## src/rtl/core/svp_pkg.sv

```systemverilog
// svp_pkg: shared types and constants of the sampler voice.
// Holds operation and register codes, fixed field widths, reset values and the datapath control.
// No dependencies.
package svp_pkg;

  // fixed field widths
  localparam int ADDR_W    = 12;
  localparam int CFG_IDX_W = 3;
  localparam int CFG_W     = 25;
  localparam int STEP_W    = 20;
  localparam int GAIN_W    = 16;
  localparam int ENV_W     = 25;
  localparam int RF_W      = 24;
  localparam int FC_W      = 13;
  localparam int FRAC_W    = 16;

  // envelope limits, Q1.24
  localparam logic [ENV_W-1:0] ENV_ONE   = 25'h100_0000;
  localparam logic [ENV_W-1:0] ENV_FLOOR = 25'd168;

  // register reset values
  localparam logic [STEP_W-1:0] STEP_RESET    = 20'd65536;
  localparam logic [GAIN_W-1:0] GAIN_RESET    = 16'd11585;
  localparam logic [ENV_W-1:0]  ATTACK_RESET  = 25'd116508;
  localparam logic [RF_W-1:0]   RELEASE_RESET = 24'd16776000;
  localparam logic [FC_W-1:0]   FC_RESET      = 13'd4096;

  typedef enum logic [1:0] {
    OP_LOAD    = 2'd0,
    OP_START   = 2'd1,
    OP_RELEASE = 2'd2,
    OP_TICK    = 2'd3
  } op_e;

  typedef enum logic [CFG_IDX_W-1:0] {
    CFG_STEP_SIZE      = 3'd0,
    CFG_GAIN_LEFT      = 3'd1,
    CFG_GAIN_RIGHT     = 3'd2,
    CFG_ATTACK_STEP    = 3'd3,
    CFG_RELEASE_FACTOR = 3'd4,
    CFG_FRAME_COUNT    = 3'd5
  } cfg_idx_e;

  typedef enum logic [2:0] {
    ST_IDLE   = 3'd0,
    ST_RD1    = 3'd1,
    ST_INTERP = 3'd2,
    ST_SCALE  = 3'd3,
    ST_ROUND  = 3'd4,
    ST_OUT    = 3'd5
  } state_e;

  // per-stage load strobes of the channel datapath
  typedef struct packed {
    logic ld_eg;
    logic ld_s0;
    logic ld_interp;
    logic ld_prod;
    logic ld_res;
  } dp_ctrl_t;

endpackage

```

## src/rtl/core/svp_channel_dp.sv

```systemverilog
// svp_channel_dp: one channel of the render path: envelope gain, interpolation, scaling, saturation.
// Each multiply is followed by a register; the strobes come from the voice sequencer.
// Depends on svp_pkg.
module svp_channel_dp #(
  parameter int SAMPLE_BITS = 16
) (
  input  logic                               clk_i,
  input  svp_pkg::dp_ctrl_t                  ctrl_i,
  input  logic [svp_pkg::GAIN_W-1:0]         gain_i,
  input  logic [svp_pkg::ENV_W-1:0]          env_i,
  input  logic [svp_pkg::FRAC_W-1:0]         frac_i,
  input  logic signed [SAMPLE_BITS-1:0]      sample_i,
  output logic signed [SAMPLE_BITS-1:0]      result_o
);
  import svp_pkg::*;

  localparam int EGP_W = GAIN_W + ENV_W;
  localparam int EG_SH = 24;
  localparam int IW    = SAMPLE_BITS + FRAC_W + 2;
  localparam int PRW   = IW + GAIN_W + 1;
  localparam int OUT_SH = 30;
  localparam int YW    = PRW - OUT_SH;
  localparam logic [EGP_W-1:0] EG_HALF  = EGP_W'(1) << (EG_SH - 1);
  localparam logic [PRW-1:0]   RND_HALF = PRW'(1) << (OUT_SH - 1);
  localparam logic signed [YW-1:0] Y_MAX =
    $signed({{(YW-SAMPLE_BITS+1){1'b0}}, {(SAMPLE_BITS-1){1'b1}}});
  localparam logic signed [YW-1:0] Y_MIN =
    $signed({{(YW-SAMPLE_BITS+1){1'b1}}, {(SAMPLE_BITS-1){1'b0}}});

  logic [EGP_W-1:0]              eg_prod;
  logic [EGP_W-1:0]              eg_round;
  logic [GAIN_W-1:0]             eg_q;
  logic signed [SAMPLE_BITS-1:0] s0_q;
  logic signed [SAMPLE_BITS:0]   diff;
  logic signed [FRAC_W:0]        frac_s;
  logic signed [IW-1:0]          mix;
  logic signed [IW-1:0]          s0_ext;
  logic signed [IW-1:0]          interp_d;
  logic signed [IW-1:0]          interp_q;
  logic signed [GAIN_W:0]        eg_s;
  logic signed [PRW-1:0]         prod_d;
  logic signed [PRW-1:0]         prod_q;
  logic signed [PRW-1:0]         rnd;
  logic signed [YW-1:0]          y;
  logic signed [SAMPLE_BITS-1:0] res_d;
  logic signed [SAMPLE_BITS-1:0] res_q;

  // effective gain: gain times envelope, rounded half up to Q2.14
  assign eg_prod  = {{ENV_W{1'b0}}, gain_i} * {{GAIN_W{1'b0}}, env_i};
  assign eg_round = eg_prod + EG_HALF;

  // linear interpolation in Q.16
  assign diff     = {sample_i[SAMPLE_BITS-1], sample_i} - {s0_q[SAMPLE_BITS-1], s0_q};
  assign frac_s   = {1'b0, frac_i};
  assign mix      = diff * frac_s;
  assign s0_ext   = {{(IW-SAMPLE_BITS-FRAC_W){s0_q[SAMPLE_BITS-1]}}, s0_q, {FRAC_W{1'b0}}};
  assign interp_d = s0_ext + mix;

  // scale by effective gain
  assign eg_s   = {1'b0, eg_q};
  assign prod_d = interp_q * eg_s;

  // round half up, drop 30 fraction bits, saturate
  assign rnd = prod_q + $signed(RND_HALF);
  assign y   = rnd[PRW-1:OUT_SH];

  always_comb begin
    if (y > Y_MAX) begin
      res_d = Y_MAX[SAMPLE_BITS-1:0];
    end else if (y < Y_MIN) begin
      res_d = Y_MIN[SAMPLE_BITS-1:0];
    end else begin
      res_d = y[SAMPLE_BITS-1:0];
    end
  end

  // stage registers
  always_ff @(posedge clk_i) begin
    if (ctrl_i.ld_eg) begin
      eg_q <= eg_round[EG_SH +: GAIN_W];
    end
    if (ctrl_i.ld_s0) begin
      s0_q <= sample_i;
    end
    if (ctrl_i.ld_interp) begin
      interp_q <= interp_d;
    end
    if (ctrl_i.ld_prod) begin
      prod_q <= prod_d;
    end
    if (ctrl_i.ld_res) begin
      res_q <= res_d;
    end
  end

  assign result_o = res_q;

endmodule

```

## config.mk

```make
export PLATFORM = sky130hd
export DESIGN_NAME = svp_channel_dp
export DESIGN_NICKNAME = d
export VERILOG_FILES = /design/src/rtl/core/svp_pkg.sv /design/src/rtl/core/svp_channel_dp.sv
export SDC_FILE = /design/constraint.sdc
export NUM_CORES = 2
export LEC_CHECK = 0
export ABC_AREA = 1
export BUFFER_PORTS_ARGS = -buffer_cell sky130_fd_sc_hd__buf_2
export CAP_MARGIN = 20
export CORE_MARGIN = 2
export CORE_UTILIZATION = 30
export DETAILED_ROUTE_END_ITERATION = 7
export GPL_TIMING_DRIVEN = 0
export PLACE_DENSITY = 0.48
export SLEW_MARGIN = 30
export SYNTH_ARGS = -nofsm -noshare
export SYNTH_HDL_FRONTEND = slang
export SYNTH_SLANG_ARGS = --single-unit
```

## constraint.sdc

```tcl
create_clock -name clk_i -period 9.1 [get_ports clk_i]
set_input_delay 1.82 -clock clk_i [delete_from_list [all_inputs] [get_ports clk_i]]
set_output_delay 1.82 -clock clk_i [all_outputs]
set_load 0.005 [all_outputs]
```

Yosys cells after proc, flatten, opt, wreduce, memory -nomap -nowiden --
Cells that the tools add are included.
Storage, ports and cells: bits in registers 133, input bits 79, output and inout bits 16, word-level logic and storage cells 15
Operators by class: add/sub/neg operators 4, multipliers 3, magnitude comparators 2, multiplexer cells 1
Operators by type and width (number):
- adder 51 x 31 -> 51 bit (second input constant) | 1
- multiplier 34 x 17 -> 51 bit | 1
- adder 40 x 24 -> 40 bit (second input constant) | 1
- multiplier 16 x 25 -> 40 bit | 1
- adder 32 x 34 -> 34 bit | 1
- multiplier 17 x 17 -> 34 bit | 1
- greater-than comparator 21 x 16 -> 1 bit (second input constant) | 1
- < comparator 21 x 16 -> 1 bit (second input constant) | 1
- subtractor 16 x 16 -> 17 bit | 1
- two-way mux 16 bit | 1

Longest topological paths before layout --
word-level depth 3, gate-level depth with buffers 37, depth with buffers taken out 36

Least setup slack after synthesis --
No wires, ideal clock.
path type input to register, start point input sample_i[0], end point register interp_q[28] (data pin), library setup time 0.252 ns, arrival 8.412 ns, required time 8.848 ns, setup slack 0.435 ns, stages on the path 27, buffers on the path 0, cells stage by stage inv_1 -> ha_1 -> fa_1 -> o31ai_2 -> nand2_1 -> nand2_1 -> nand3_1 -> nand3_2 -> nand2_4 -> nor2_1 -> inv_1 -> fa_1 -> fa_1 -> inv_1 -> fa_1 -> fa_1 -> inv_1 -> fa_1 -> inv_1 -> ha_1 -> nand2_1 -> nor3_1 -> nand3_1 -> nand3_1 -> nand2_1 -> nand3_1 -> nand2_1
Between the ends: cells in the longest elaborated chain, start to end 3
Ends and longest elaborated chain:
- start, declared | RTL line svp_channel_dp.sv:12 | input logic signed [SAMPLE_BITS-1:0] sample_i,
- subtractor 16 x 16 -> 17 bit | RTL line svp_channel_dp.sv:53 | assign diff = {sample_i[SAMPLE_BITS-1], sample_i} - {s0_q[SAMPLE_BITS-1], s0_q};
- multiplier 17 x 17 -> 34 bit | RTL line svp_channel_dp.sv:55 | assign mix = diff * frac_s;
- adder 32 x 34 -> 34 bit | RTL line svp_channel_dp.sv:57 | assign interp_d = s0_ext + mix;
- net interp_d[28] | RTL line svp_channel_dp.sv:38 | logic signed [IW-1:0] interp_d;
- end signal, assigned | RTL line svp_channel_dp.sv:86 | interp_q <= interp_d;
- end, declared | RTL line svp_channel_dp.sv:39 | logic signed [IW-1:0] interp_q;
The timed path passes the listed nets, and every way through them passes these cells. A chain may end at the register's enable or synchronous reset.

Final worst setup path --
start point input sample_i[2], end point register interp_q[28] (data pin)
Same word-level chain as after synthesis.

==> results.md <==
* Antenna Nets Post-Route at 0
* Storage element area at 0.00312 mm²
* WP data required at 9270 ps
* Drt wl/cell at 17.3 µm
* Number of global-route vias before repair at 42,600
* First-pass GRT wire length at 242,000 µm
* Met2 usage at 30.3%
* Skew final at 23.4 ps
* Max Buffers Root-to-Sink at 2
* Pre-CTS setup slack at -675 ps
* Synth unique cells at 45
* Horiz. Die Dim at 413 µm
* DRC errors left at 0
* Max H-tree Level at 3
* Chip Height at 413 µm
* Initial antenna violation count at 3
* Worst Tran Pin Value at 1040 ps
* Maxcap violations at 0
* Post-route cell area at 0.0536 mm²
* Final WL at 151,000 µm
* Starting density of the core at 30.3%
* FF-to-FF End: interp_q[28]$_DFFE_PP_
* FMAX at 114 MHz
* Core Area at 0.165 mm²
* Largest net degree at the start of global routing at 35
* WHS Path Cells at 2
* Number of buffers created by CTS at 9
* Skew-Pair Late Insertion Delay at 420 ps
* Setup WS post-layout at 331 ps
* Via density at 4.52
* Root Buffer: clkbuf_16
* FF+latch count, synth at 104
* M3 GR Usage at 1.88%
* CTS tree: done
* Multi-input gate area at 0.0388 mm²
* Worst slew margin at 30.7%
* Endpoints failing hold at 0
* Clock Sink Count at 104
* Synth Instances at 6,459
* Hold Crit Class: flop to flop
* Worst-path clk slew at 80 ps
* Sequential element share of the synthesized area at 6.24%
* Largest area contributor in the netlist: fa_1
* CP arrival at 8940 ps
* Synth area leaders: fa_1 (45%), inv_1 (14%), nand2_1 (12%)
* Port-buffer cells at 54
* Met1 usage at 26.2%
* Hold Slack at 671 ps
* Crit path largest cell delay at 600 ps
* First-pass DRT Iterations at 6
* GRT Residual Overflow at 0
* Area Overhead vs Synth at 7.00%
* Diodes inserted at 0
* Via count at 39,500
* Total Routing Usage GR at 18.5%
* Post-synth EDFFs at 104
* RR Startpoint: s0_q[10]$_DFFE_PP_
* Setup-failing EPs final at 0
* Tcrit/Tclk final at 96.4%
* Slowest CP cell: fa_1
* First DRT Iteration DRCs at 2,703
* Cell Area, Placed at 0.0531 mm²
* Num ports at 95
* Unrepaired setup endpoints after global routing: no
* Setup crit start kind: primary input
* Syn_area_per_cell at 7.75 µm²
* Full die area at 0.170 mm²
* Fraction of layout cells with a size suffix above 1 at 2.20%
* FFs w/ async S/R, synth at 0%
* Worst Hold Path EP: result_o[15]$_SDFFCE_PN0P_
* Hold Startpoint: prod_q[50]$_DFFE_PP_
* Routability-driven placement congestion ratio at 0.922
* # rows at 149
* Syn nets at 8,042
* CP max FO at 10
* CP Class: primary input to flop
* Slew Limit Fails at 0
* Fill cells at 17,900
* CP endpoint kind: flop
* Synth warnings at 0
* Main flop type after synthesis: edfxtp_1
* Commonest non-fill, non-tap cell in the layout: inv_1
* Reg2reg setup slack at 1390 ps
* Layout Nets at 8,118
* DP HPWL at 134,000 µm
* Most used routing layer: met2
* Status: finished, final reports clean
* Synthesized cell area at 0.0501 mm²
* Top-area cell type share of the netlist area at 45.3%
* Min Tclk post-route at 8770 ps
* Final core occ at 32.4%
* Most frequent cells in the layout: inv_1 (1,926), nand2_1 (1,616), fa_1 (1,129)
* R2R cell count at 26
repair_timing:
item / in CTS / in global routing
resized for setup: 2 / 15
hold endpoints to repair: 0 / 0
setup buffers: 0 / 11
pin swaps: 0 / 5
endpoints found under the setup margin: 2 / 11
hold buffers: 0 / 0
kinds of logic (layout without fill, tap and decap cells):
family	count (synthesis)	after routing	synth area share, %
AO/OA/AOI/OAI	279	279	3.13
XOR/XNOR	72	72	1.29
adder cells (fa/ha/maj)	1504	1504	54.6
buffers and inverters	2188	2269	16.5
flip-flops	104	104	6.24
AND/OR/NAND/NOR	2312	2312	18.3
sequential cells by signal, indices dropped and copies added (netlist names):
register  count
prod_q       22
s0_q         16
eg_q         16
result_o     16
interp_q     34
worst max-delay path, delay by kind of cell:
kind            cells  cell delay, ps
fa+ha+maj           8            3790
compound gates      1             220
buf+inv             5             340
simple gates       15            2760
per-stage QoR:
step / TNS (ps) / cells
CTS: 0 / 8718
floorplan: 0 / 6459
global route: 0 / 8729
finish: 0 / 8729
global placement: -27500 / 8702
detailed placement: -3580 / 8703
worst max-delay path by stage:
stage,startpoint,endpoint,slack (ps)
2_1_floorplan,sample_i[0],interp_q[28]$_DFFE_PP_,440
3_3_place_gp,sample_i[0],interp_q[28]$_DFFE_PP_,-1920
3_5_place_dp,sample_i[0],interp_q[33]$_DFFE_PP_,-670
4_1_cts,sample_i[0],interp_q[33]$_DFFE_PP_,30
5_1_grt,sample_i[0],interp_q[29]$_DFFE_PP_,20
6_report,sample_i[2],interp_q[28]$_DFFE_PP_,330
cell type report:
type	instances	area share, %
sequential	104	5.83
multi-input combinational	4167	72.4
inverter	1934	13.6
clock inverter	7	0.156
tap	2189	5.11
buffer	253	1.84
clock buffer	9	0.420
timing repair buffer	66	0.710
routing by layer:
| layer | vias to the layer above | wire, µm | share of wire (%) |
|---|---|---|---|
| met5 | - | 0 | 0 |
| met4 | 0 | 3920 | 2.6 |
| met3 | 162 | 7450 | 4.9 |
| met2 | 969 | 68700 | 45 |
| met1 | 19900 | 71000 | 47 |
| li1 | 18500 | - | - |
cell usage after synthesis (3+ instances only):
master	count
a21boi_0	7
a21o_1	28
a21oi_1	128
a31oi_1	8
and2_1	3
and3_1	4
buf_2	4
clkbuf_1	245
clkinv_1	4
edfxtp_1	104
fa_1	1133
ha_1	371
inv_1	1928
nand2_1	1616
nand2_2	12
nand3_1	162
nand3_2	5
nand3b_1	4
nand4_1	40
nor2_1	421
nor2_2	3
nor3_1	31
o21ai_0	84
o21bai_1	13
or2_2	7
xnor2_1	28
xor2_1	42
Power is not shown: default switching activity piles up to over one toggle a cycle in this logic, so the estimate is an artifact.
